[config.mk]
export PLATFORM = sky130hd
export DESIGN_NAME = uuid_text_parser_unit_flat
export DESIGN_NICKNAME = d
export VERILOG_FILES = /design/src/sv/uutp_pkg.sv /design/src/sv/uutp_char_if.sv /design/src/sv/uutp_result_if.sv /design/src/sv/uutp_input_stage.sv /design/src/sv/uutp_parse_core.sv /design/src/sv/uuid_text_parser_unit.sv /design/src/flat_wrapper.sv
export SDC_FILE = /design/constraint.sdc
export NUM_CORES = 1
export LEC_CHECK = 0
export ABC_AREA = 1
export BUFFER_PORTS_ARGS = -buffer_cell sky130_fd_sc_hd__buf_4
export CAP_MARGIN = 10
export CORE_MARGIN = 2
export CORE_UTILIZATION = 52
export DETAILED_ROUTE_END_ITERATION = 16
export PLACE_DENSITY_LB_ADDON = 0.1
export SLEW_MARGIN = 40
export SYNTH_ARGS = -nofsm -noshare
export SYNTH_HDL_FRONTEND = slang
export SYNTH_SLANG_ARGS = --single-unit
[constraint.sdc]
create_clock -name clk -period 3.19 [get_ports clk]
set_clock_uncertainty 0.05 [all_clocks]
set_input_delay 0 -clock clk [delete_from_list [all_inputs] [get_ports clk]]
set_output_delay 0 -clock clk [all_outputs]
set_load 0.02 [all_outputs]
[src/sv/uutp_pkg.sv]
`default_nettype none
package uutp_pkg;

    localparam int unsigned CharWidth  = 8;
    localparam int unsigned PosWidth   = 6;
    localparam int unsigned IndexWidth = 4;
    localparam int unsigned CountWidth = 5;

    localparam logic [PosWidth-1:0]   TextLen     = 6'd38;
    localparam logic [PosWidth-1:0]   PosMax      = 6'd63;
    localparam logic [CountWidth-1:0] UuidBytes   = 5'd16;
    localparam logic [CharWidth-1:0]  OpenBrace   = 8'h7B;
    localparam logic [CharWidth-1:0]  CloseBrace  = 8'h7D;
    localparam logic [CharWidth-1:0]  DashChar    = 8'h2D;
    localparam logic [PosWidth-1:0]   DashSlotA   = 6'd9;
    localparam logic [PosWidth-1:0]   DashSlotB   = 6'd14;
    localparam logic [PosWidth-1:0]   DashSlotC   = 6'd19;
    localparam logic [PosWidth-1:0]   DashSlotD   = 6'd24;

    typedef enum logic [2:0] {
        ST_OK          = 3'd0,
        ST_EMPTY       = 3'd1,
        ST_NO_OPEN     = 3'd2,
        ST_NO_CLOSE    = 3'd3,
        ST_SIZE        = 3'd4,
        ST_BAD_CHAR    = 3'd5,
        ST_DASH        = 3'd6
    } status_t;

    typedef enum logic {
        KIND_DATA   = 1'b0,
        KIND_STATUS = 1'b1
    } kind_t;

    typedef struct packed {
        logic [CharWidth-1:0] ch;
        logic                 last;
        logic                 no_char;
    } char_item_t;

    typedef struct packed {
        logic       hit;
        logic [3:0] nibble;
    } hex_digit_t;

    function automatic hex_digit_t hex_decode(input logic [CharWidth-1:0] c);
        hex_digit_t d;
        d.hit    = 1'b1;
        d.nibble = 4'd0;
        if (c >= 8'h30 && c <= 8'h39)
        begin
            d.nibble = c[3:0];
        end
        else if ((c >= 8'h41 && c <= 8'h46) || (c >= 8'h61 && c <= 8'h66))
        begin
            d.nibble = c[3:0] + 4'd9;
        end
        else
        begin
            d.hit = 1'b0;
        end
        return d;
    endfunction

    function automatic logic is_dash_slot(input logic [PosWidth-1:0] p);
        return (p == DashSlotA) || (p == DashSlotB) || (p == DashSlotC) || (p == DashSlotD);
    endfunction

endpackage
`default_nettype wire

[src/sv/uutp_char_if.sv]
`default_nettype none
interface uutp_char_if;
    logic       valid;
    logic       ready;
    logic [7:0] ch;
    logic       last;
    logic       no_char;

    modport source (output valid, output ch, output last, output no_char, input ready);
    modport sink   (input valid, input ch, input last, input no_char, output ready);
endinterface
`default_nettype wire

[src/sv/uutp_result_if.sv]
`default_nettype none
interface uutp_result_if;
    logic       valid;
    logic       ready;
    logic       kind;
    logic [7:0] byte_value;
    logic [3:0] byte_index;
    logic [2:0] status;

    modport source (output valid, output kind, output byte_value, output byte_index,
                    output status, input ready);
    modport sink   (input valid, input kind, input byte_value, input byte_index,
                    input status, output ready);
endinterface
`default_nettype wire

[src/sv/uutp_input_stage.sv]
`default_nettype none
module uutp_input_stage (
    input  wire logic                clk,
    input  wire logic                rst_n,
    uutp_char_if.sink                char_in,
    output uutp_pkg::char_item_t     item,
    output logic                     item_valid,
    input  wire logic                advance
);
    import uutp_pkg::*;

    logic       valid_reg;
    logic       valid_next;
    char_item_t item_reg;
    logic       take;

    // Accept while empty or while the held transaction moves on this cycle.
    assign char_in.ready = !valid_reg || advance;
    assign take          = char_in.valid && char_in.ready;

    always_comb
    begin
        valid_next = valid_reg;
        if (take)
        begin
            valid_next = 1'b1;
        end
        else if (advance)
        begin
            valid_next = 1'b0;
        end
    end

    always_ff @(posedge clk or negedge rst_n)
    begin
        if (!rst_n)
        begin
            valid_reg <= 1'b0;
        end
        else
        begin
            valid_reg <= valid_next;
        end
    end

    always_ff @(posedge clk)
    begin
        if (take)
        begin
            item_reg.ch      <= char_in.ch;
            item_reg.last    <= char_in.last;
            item_reg.no_char <= char_in.no_char;
        end
    end

    assign item       = item_reg;
    assign item_valid = valid_reg;
endmodule
`default_nettype wire

[src/sv/uutp_parse_core.sv]
`default_nettype none
module uutp_parse_core (
    input  wire logic                clk,
    input  wire logic                rst_n,
    input  wire uutp_pkg::char_item_t item,
    input  wire logic                item_valid,
    output logic                     advance,
    uutp_result_if.source            result_out
);
    import uutp_pkg::*;

    logic [PosWidth-1:0]   pos_reg,   pos_next;
    logic [3:0]            hi_reg,    hi_next;
    logic                  phase_reg, phase_next;
    logic [CountWidth-1:0] bytes_reg, bytes_next;
    logic                  open_reg,  open_next;
    logic                  bad_reg,   bad_next;
    logic                  dash_reg,  dash_next;

    logic                  res_valid_reg, res_valid_next;
    kind_t                 kind_reg,  kind_next;
    logic [7:0]            value_reg, value_next;
    logic [IndexWidth-1:0] index_reg, index_next;
    status_t               status_reg, status_next;

    logic                  emit;
    logic                  open_ok;
    hex_digit_t            digit;
    logic                  slot;

    assign advance = item_valid && (!res_valid_reg || result_out.ready);
    assign digit   = hex_decode(item.ch);
    assign slot    = is_dash_slot(pos_reg);
    assign open_ok = (pos_reg == '0) ? (item.ch == OpenBrace) : open_reg;

    always_comb
    begin
        pos_next    = pos_reg;
        hi_next     = hi_reg;
        phase_next  = phase_reg;
        bytes_next  = bytes_reg;
        open_next   = open_reg;
        bad_next    = bad_reg;
        dash_next   = dash_reg;
        emit        = 1'b0;
        kind_next   = KIND_DATA;
        value_next  = 8'd0;
        index_next  = '0;
        status_next = ST_OK;

        if (advance)
        begin
            if (item.no_char || item.last)
            begin
                if (item.no_char)
                begin
                    emit = item.last;
                    status_next = ST_EMPTY;
                end
                else
                begin
                    emit = 1'b1;
                    if (!open_ok)
                        status_next = ST_NO_OPEN;
                    else if (item.ch != CloseBrace)
                        status_next = ST_NO_CLOSE;
                    else if (pos_reg != TextLen - 6'd1)
                        status_next = ST_SIZE;
                    else if (bad_reg)
                        status_next = ST_BAD_CHAR;
                    else if (dash_reg)
                        status_next = ST_DASH;
                    else
                        status_next = ST_OK;
                end
                kind_next = KIND_STATUS;
                // Drop all string state once the status goes out.
                if (emit)
                begin
                    pos_next   = '0;
                    hi_next    = 4'd0;
                    phase_next = 1'b0;
                    bytes_next = '0;
                    open_next  = 1'b0;
                    bad_next   = 1'b0;
                    dash_next  = 1'b0;
                end
            end
            else if (pos_reg == '0)
            begin
                open_next = (item.ch == OpenBrace);
                pos_next  = 6'd1;
            end
            else
            begin
                if (pos_reg != PosMax)
                    pos_next = pos_reg + 6'd1;
                if (digit.hit)
                begin
                    if (slot)
                        dash_next = 1'b1;
                    if (!phase_reg)
                    begin
                        hi_next    = digit.nibble;
                        phase_next = 1'b1;
                    end
                    else
                    begin
                        phase_next = 1'b0;
                        if (bytes_reg < UuidBytes)
                        begin
                            emit       = 1'b1;
                            value_next = {hi_reg, digit.nibble};
                            index_next = bytes_reg[IndexWidth-1:0];
                            bytes_next = bytes_reg + 5'd1;
                        end
                    end
                end
                else if (item.ch == DashChar)
                begin
                    if (!slot)
                        dash_next = 1'b1;
                end
                else
                begin
                    bad_next = 1'b1;
                end
            end
        end

        if (emit)
            res_valid_next = 1'b1;
        else if (result_out.ready)
            res_valid_next = 1'b0;
        else
            res_valid_next = res_valid_reg;
    end

    always_ff @(posedge clk or negedge rst_n)
    begin
        if (!rst_n)
        begin
            pos_reg       <= '0;
            hi_reg        <= 4'd0;
            phase_reg     <= 1'b0;
            bytes_reg     <= '0;
            open_reg      <= 1'b0;
            bad_reg       <= 1'b0;
            dash_reg      <= 1'b0;
            res_valid_reg <= 1'b0;
        end
        else
        begin
            pos_reg       <= pos_next;
            hi_reg        <= hi_next;
            phase_reg     <= phase_next;
            bytes_reg     <= bytes_next;
            open_reg      <= open_next;
            bad_reg       <= bad_next;
            dash_reg      <= dash_next;
            res_valid_reg <= res_valid_next;
        end
    end

    always_ff @(posedge clk)
    begin
        if (emit)
        begin
            kind_reg   <= kind_next;
            value_reg  <= value_next;
            index_reg  <= index_next;
            status_reg <= status_next;
        end
    end

    assign result_out.valid      = res_valid_reg;
    assign result_out.kind       = kind_reg;
    assign result_out.byte_value = value_reg;
    assign result_out.byte_index = index_reg;
    assign result_out.status     = status_reg;
endmodule
`default_nettype wire

[src/sv/uuid_text_parser_unit.sv]
// Path: an accepted character is held in the input register; the parse core moves it on
// while the result register is empty or being taken, and registers its result, if it gives one.
// Throughput: one character per cycle while the receiver takes results; the input register
// and the result register each pass a transaction on while the next one is taken.
// Reset (rst_n low, asynchronous): parse state and both valid flags clear;
// the next character starts a new string.
`default_nettype none
module uuid_text_parser_unit (
    input  wire logic     clk,
    input  wire logic     rst_n,
    uutp_char_if.sink     char_in,
    uutp_result_if.source result_out
);
    import uutp_pkg::*;

    char_item_t item;
    logic       item_valid;
    logic       advance;

    uutp_input_stage u_input_stage (
        .clk        (clk),
        .rst_n      (rst_n),
        .char_in    (char_in),
        .item       (item),
        .item_valid (item_valid),
        .advance    (advance)
    );

    uutp_parse_core u_parse_core (
        .clk        (clk),
        .rst_n      (rst_n),
        .item       (item),
        .item_valid (item_valid),
        .advance    (advance),
        .result_out (result_out)
    );
endmodule
`default_nettype wire

[src/flat_wrapper.sv]
// flat-port wrapper written by rule: the top's interface ports become plain ports
module uuid_text_parser_unit_flat import uutp_pkg::*;
  (clk, rst_n, char_in_valid, char_in_ch, char_in_last, char_in_no_char, char_in_ready, result_out_valid, result_out_kind, result_out_byte_value, result_out_byte_index, result_out_status, result_out_ready);
  uutp_char_if char_in_i ();
  uutp_result_if result_out_i ();
  input  wire logic clk;
  input  wire logic rst_n;
  input wire logic [$bits(char_in_i.valid)-1:0] char_in_valid;
  input wire logic [$bits(char_in_i.ch)-1:0] char_in_ch;
  input wire logic [$bits(char_in_i.last)-1:0] char_in_last;
  input wire logic [$bits(char_in_i.no_char)-1:0] char_in_no_char;
  output wire logic [$bits(char_in_i.ready)-1:0] char_in_ready;
  output wire logic [$bits(result_out_i.valid)-1:0] result_out_valid;
  output wire logic [$bits(result_out_i.kind)-1:0] result_out_kind;
  output wire logic [$bits(result_out_i.byte_value)-1:0] result_out_byte_value;
  output wire logic [$bits(result_out_i.byte_index)-1:0] result_out_byte_index;
  output wire logic [$bits(result_out_i.status)-1:0] result_out_status;
  input wire logic [$bits(result_out_i.ready)-1:0] result_out_ready;
  assign char_in_i.valid = char_in_valid;
  assign char_in_i.ch = char_in_ch;
  assign char_in_i.last = char_in_last;
  assign char_in_i.no_char = char_in_no_char;
  assign char_in_ready = char_in_i.ready;
  assign result_out_valid = result_out_i.valid;
  assign result_out_kind = result_out_i.kind;
  assign result_out_byte_value = result_out_i.byte_value;
  assign result_out_byte_index = result_out_i.byte_index;
  assign result_out_status = result_out_i.status;
  assign result_out_i.ready = result_out_ready;
  uuid_text_parser_unit u_core (.clk(clk), .rst_n(rst_n), .char_in(char_in_i), .result_out(result_out_i));
endmodule
Yosys cells after proc, flatten, opt, wreduce, memory -nomap -nowiden
Cells that the tools add are included.
- register bits after elaboration: 47
- input bits: 14
- output and inout bits: 18
- logic and storage cells: 139
- add/sub/neg operators: 3
- order comparisons: 7
- eq/ne operators: 16
- muxes and demuxes: 56
- bitwise gates (word level): 6
- reductions and logical operators: 33
- operators with widths (cell ; count):
    $mux W1 ; 34
    $mux W5 ; 6
    $mux W4 ; 7
    $mux W6 ; 4
    $ge A8 B7 Y1 const B ; 2
    $le A8 B7 Y1 const B ; 2
    $eq A6 B4 Y1 const B ; 2
    $eq A6 B5 Y1 const B ; 2
    $ne A6 B6 Y1 const B ; 2
    $reduce_and A6 Y1 ; 2
    $reduce_and A5 Y1 ; 2
    $reduce_bool A2 Y1 ; 5
    $mux W3 ; 3
    $eq A8 B6 Y1 const B ; 1
    $eq A8 B7 Y1 const B ; 1
    $ge A8 B6 Y1 const B ; 1
    $le A8 B6 Y1 const B ; 1
    $ne A2 B1 Y1 const B ; 4
    $ne A8 B7 Y1 const B ; 1
    $logic_or A1 B1 Y1 ; 7
    $add A6 B1 Y6 const B ; 1
    $logic_not A6 Y1 ; 1
    $not A1 Y1 ; 6
    $reduce_bool A3 Y1 ; 2
    15 further kinds ; 22

Logic depth before layout (Yosys ltp)
- word-level depth: 10
- mapped depth: 12
- gate-level depth less buffers: 12

Hierarchy
From an unflattened synthesis, not the netlist that was laid out.
- cell total of the unflattened synthesis: 262
- area, all modules: 2491.1 µm²
- by module, submodules not included (module ; times used ; cells each ; area an instance (µm²) ; sequential area each (µm²)):
    uutp_parse_core ; 1 ; 246 ; 2145.8 ; 980.9
    uutp_input_stage ; 1 ; 16 ; 345.3 ; 325.3

Worst setup path after synthesis
No wires, ideal clock.
- kind: flip-flop to flip-flop
- from: register u_core.u_input_stage.item_reg, in the netlist u_core.u_input_stage.item[3]
- to: register u_core.u_parse_core.value_reg[1] (netlist: u_core.u_parse_core.result_out.byte_value[1]) (data pin)
- setup time: 0.140 ns
- arrival time: 1.690 ns
- required time: 3.000 ns
- setup slack: 1.310 ns
- cell stages (with the launch flop): 12
- buffers on the path: 1
- period minus slack after synthesis: 1.880 ns
- cell sequence: edfxtp_1 inv_1 ha_1 inv_1 nand3_1 nand3_2 nand3_2 nand2_4 nor2_8 nand2_2 buf_6 a21oi_2
- longest elaborated chain between the ends: 7
- elaborated cells on any way between the ends: 17
- classes of those cells: add/sub (1); order compare (6); mux (4); bitwise (1); reduce/logical (5)
- ends and longest elaborated chain (what ; RTL line ; source):
    start, declared ; uutp_input_stage.sv:14 ; char_item_t item_reg;
    $ge A8 B7 Y1 / $le A8 B7 Y1 (equally long branches) ; uutp_pkg.sv:54 ; else if ((c >= 8'h41 && c <= 8'h46) || (c >= 8'h61 && c <= 8'h66))
    $logic_and A1 B1 Y1 ; uutp_pkg.sv:54 ;
    $logic_or A1 B1 Y1 ; uutp_pkg.sv:54 ;
    $mux W1 ; uutp_pkg.sv:54 ;
    $mux W1 ; uutp_pkg.sv:50 ; if (c >= 8'h30 && c <= 8'h39)
    $not A1 Y1 (no line) ; -- ;
    $reduce_or A6 Y1 (no line) ; -- ;
    end signal, assigned ; uutp_parse_core.sv:170 ; value_reg <= value_next;
    end, declared ; uutp_parse_core.sv:22 ; logic [7:0] value_reg, value_next;
Parallel ways exist; a longest one is shown, timed or not.
A chain may end at the register's enable or synchronous reset.

Worst setup path after layout
- from: register u_core.u_input_stage.item_reg, in the netlist u_core.u_input_stage.item[2]
- to: register u_core.u_parse_core.value_reg[0] (netlist: u_core.u_parse_core.result_out.byte_value[0]) (data pin)
The elaborated chain is that of the path after synthesis.

==> qor.yml <==
crit_required_ns: 3.28
total_power_mw: 1.62
nets: 333
n_fill_cell: 361
post_synth_main_area_contributors: "sky130_fd_sc_hd__edfxtp_1 (33%), sky130_fd_sc_hd__dfrtp_1 (22%), sky130_fd_sc_hd__nand2_1 (9.4%)"
antenna_cells: 0
family_of_cells_with_the_greatest_summed_delay_on_the_critical_path: "simple AND/OR/NAND/NOR gates"
syn_area_um2: 2400
ant_nets: 0
clock_tree_from_tritoncts: "yes"
utilization_pct: 67.4
htreeDepth: 2
timing_worst_slew_pin_value_ns: 0.525
run_status: "completed"
synthCells: 260
hold_path.class: "in -> async"
die_w_um: 71.9
synth.avg_cell_area_um2: 9.22
cap_viol_max_count: 0
totalWireLength_um: 4550
post_route_cells_drive_above_1_share_pct: 19.9
slew_headroom_pct: 64.8
hpwl_um: 3180
crit_path_frequent_cell: "sky130_fd_sc_hd__nand3_2"
maximum_number_of_pins_on_one_net_before_global_route_repair: 26
area.growth.synth_to_final_pct: 23.3
viasPerCell: 5.01
dieArea_um2: 5170
clk_pin_slew_ns: 0.09
peakVddDrop_mv: 0.322
rr_startpoint: "u_core.u_input_stage.item[2]$_DFFE_PP_"
finalWorstPathRequiredPeriod_ns: 2.30
synth-async-reset-ratio_pct: 44.7
post-route-cell-area_um2: 2960
detailedPlace.worstSlack_ns: 0.927
synth-seq-cells: 47
timing.critical_path.slowest_cell_delay_ns: 0.45
power.combinational.fraction_pct: 21.0
finalHoldViolations: 0
switchingPower_mw: 0.458
internal-power_mw: 1.16
worstSetupStartpointType: "flip-flop"
cell_taking_the_most_area_after_synthesis: "sky130_fd_sc_hd__edfxtp_1"
synth_top_cell_area_share_pct: 32.6
cell_breakdown_of_the_critical_path: "inv_1, ha_1, nor2_1, nand2_1, nand3_2, nand3_2, nand2_4, nor2_8, nand2_2, a21oi_1"
p_seq_share_pct: 47.5
initial_utilization_pct: 54.7
first_pass_iters: 4
critical-path-slowest-cell: "sky130_fd_sc_hd__edfxtp_1"
cp_num_buf_inv: 1
power-per-cell-area_nw_per_um2: 547
tritoncts_num_sinks: 47
finalNonFillerCells: 364
timing.critical_path.to_type: "flip-flop"
core-area_um2: 4380
cts.path.max_buffers: 2
synth_flop_cell: "sky130_fd_sc_hd__edfxtp_1"
synthDistinctLibCells: 33
post-cts-setup-buffers: 0
period_share_pct: 72.2
power.clock.fraction_pct: 31.5
rsz0062_at_grt: "no"
fp-row-count: 24
via_count: 1823
dpl_cell_area_um2: 2680
reg2reg_slack_ns: 0.89
synth.yosys.warnings: 0
worstReg2RegEnd: "u_core.u_parse_core.result_out.byte_value[0]$_SDFFCE_PP0P_"
setup_ws_ns: 0.887
drc: 0
fmax_ghz: 0.434
numCtsBuffers: 5
number_of_flip_flops_in_the_largest_register: 10
timing.setup.critical_path_class: "reg -> reg"
synth_enable_flop_cells: 26
leakagePower_nw: 1.36
grt_use_total_pct: 19.5
dp.cells: 342
cts.root.buffer_cell: "sky130_fd_sc_hd__clkbuf_8"
die_span_in_y_um: 71.9
synth_sequential_area_ratio_pct: 54.5
grt_antenna_before_repair: 0
last_weighted_congestion_value_of_the_routability_driven_placer: 0.877
hold_ws_ns: 0.0703
worst_r2r_path_depth: 10
grt_pass1_vias: 1772
insertion_delay_to_the_later_sink_of_the_worst_skew_pair_ns: 0.30
detailedRoute.firstIterationViolations: 87
pin_count: 32
maxSlewViolCount: 0
critical_path_peak_fanout: 25
grt_first_pass_wirelength_um: 7760
setup_violations: 0
wl_per_cell_um: 12.5
syn_nets: 282
buffer_ports.inserted: 31
switching_share_pct: 28.3
tns_ns: 0
overflow: 0
arrival_ns: 2.39
[worst reg2reg max path: cells and delay by family, from the launching register on]
kind	cells	cell delay, ns
flops	1	0.45
simple gates	7	1.14
buf+inv	1	0.11
fa+ha+maj	1	0.18
compound gates	1	0.21
[cell families (layout without fill, tap and decap cells)]
family	after synthesis	after routing	share of synthesized area [%]
flip-flops	47	47	54.5
buffers and inverters	45	97	7.47
AND/OR/NAND/NOR	126	126	25.3
XOR/XNOR	4	4	1.46
adder cells (fa/ha/maj)	8	8	4.18
AO/OA/AOI/OAI	30	30	7.10
[repair_timing]
item / 4_1_cts / 5_1_grt
endpoints found under the hold margin: 33 / 0
hold buffers: 14 / 0
resized for setup: 0 / 0
[how the worst max path moves through the flow]
stage                                      startpoint                                                          to  slack, ns  depth (start not counted)
2_1_floorplan  u_core.u_input_stage.item[3]$_DFFE_PP_  u_core.u_parse_core.result_out.byte_value[1]$_SDFFCE_PP0P_       1.31                         11
3_3_place_gp   u_core.u_input_stage.item[2]$_DFFE_PP_  u_core.u_parse_core.result_out.byte_value[0]$_SDFFCE_PP0P_       1.04                         10
3_5_place_dp   u_core.u_input_stage.item[3]$_DFFE_PP_  u_core.u_parse_core.result_out.byte_value[0]$_SDFFCE_PP0P_       0.93                         10
4_1_cts        u_core.u_input_stage.item[2]$_DFFE_PP_  u_core.u_parse_core.result_out.byte_value[0]$_SDFFCE_PP0P_       0.90                         10
5_1_grt        u_core.u_input_stage.item[3]$_DFFE_PP_  u_core.u_parse_core.result_out.byte_value[0]$_SDFFCE_PP0P_       0.67                         10
6_report       u_core.u_input_stage.item[2]$_DFFE_PP_  u_core.u_parse_core.result_out.byte_value[0]$_SDFFCE_PP0P_       0.89                         10
[layout by cell type (no fill, tap or decap), types with 2 or more instances in the layout]
| cell type | Yosys | routed |
|---|---|---|
| sky130_fd_sc_hd__nor2_4 | 2 | 2 |
| sky130_fd_sc_hd__ha_1 | 8 | 8 |
| sky130_fd_sc_hd__edfxtp_1 | 26 | 26 |
| sky130_fd_sc_hd__nor3_1 | 4 | 4 |
| sky130_fd_sc_hd__nor2_1 | 21 | 21 |
| sky130_fd_sc_hd__bufinv_16 | 0 | 2 |
| sky130_fd_sc_hd__nand4_1 | 5 | 5 |
| sky130_fd_sc_hd__dfrtp_1 | 21 | 21 |
| sky130_fd_sc_hd__a21oi_1 | 9 | 9 |
| sky130_fd_sc_hd__dlygate4sd3_1 | 0 | 14 |
| sky130_fd_sc_hd__o21ai_1 | 2 | 2 |
| sky130_fd_sc_hd__nand3_1 | 16 | 16 |
| sky130_fd_sc_hd__o21ai_0 | 11 | 11 |
| sky130_fd_sc_hd__buf_4 | 0 | 31 |
| sky130_fd_sc_hd__nand3_2 | 4 | 4 |
| sky130_fd_sc_hd__inv_1 | 40 | 40 |
| sky130_fd_sc_hd__clkbuf_8 | 0 | 5 |
| sky130_fd_sc_hd__xor2_1 | 3 | 3 |
| sky130_fd_sc_hd__nor2_2 | 9 | 9 |
| sky130_fd_sc_hd__nand2_1 | 60 | 60 |
| sky130_fd_sc_hd__inv_2 | 3 | 3 |
[routing by layer]
metal  global-route usage [%]  up-vias  routed length [um]
met1                     25.9      833                2060
met5                        0        -                   0
met4                     6.50        0                  57
met2                     31.3       37                2260
li1                         -      947                   -
met3                     5.06        6                 173
[cells in the mapped netlist, types with 2 or more instances]
cell,instances
sky130_fd_sc_hd__nand3_1,16
sky130_fd_sc_hd__inv_1,40
sky130_fd_sc_hd__nand3_2,4
sky130_fd_sc_hd__xor2_1,3
sky130_fd_sc_hd__nand4_1,5
sky130_fd_sc_hd__nor2_1,21
sky130_fd_sc_hd__nand2_1,60
sky130_fd_sc_hd__dfrtp_1,21
sky130_fd_sc_hd__o21ai_1,2
sky130_fd_sc_hd__nor3_1,4
sky130_fd_sc_hd__inv_2,3
sky130_fd_sc_hd__nor2_4,2
sky130_fd_sc_hd__a21oi_1,9
sky130_fd_sc_hd__ha_1,8
sky130_fd_sc_hd__o21ai_0,11
sky130_fd_sc_hd__nor2_2,9
sky130_fd_sc_hd__edfxtp_1,26
[power by group through the flow]
stage / clock network (mW) / logic, mW / registers [mW]
after floorplan: 0 / 0.195 / 0.804
after global placement: 0 / 0.321 / 0.778
after detailed placement: 0 / 0.327 / 0.779
after CTS: 0.519 / 0.343 / 0.767
after global routing: 0.546 / 0.382 / 0.776
final: 0.510 / 0.340 / 0.767
[area by class of cell]
cell class	instances	area [um^2]	share of cell area, %
Multi-Input combinational cell	168	911	30.8
Tap cell	52	65.1	2.20
Clock buffer	6	72.6	2.46
Clock inverter	2	60.1	2.03
Sequential cell	47	1310	44.2
Timing Repair Buffer	45	373	12.6
Inverter	44	168	5.67
Note: power is estimated with default switching activity, not from simulation.
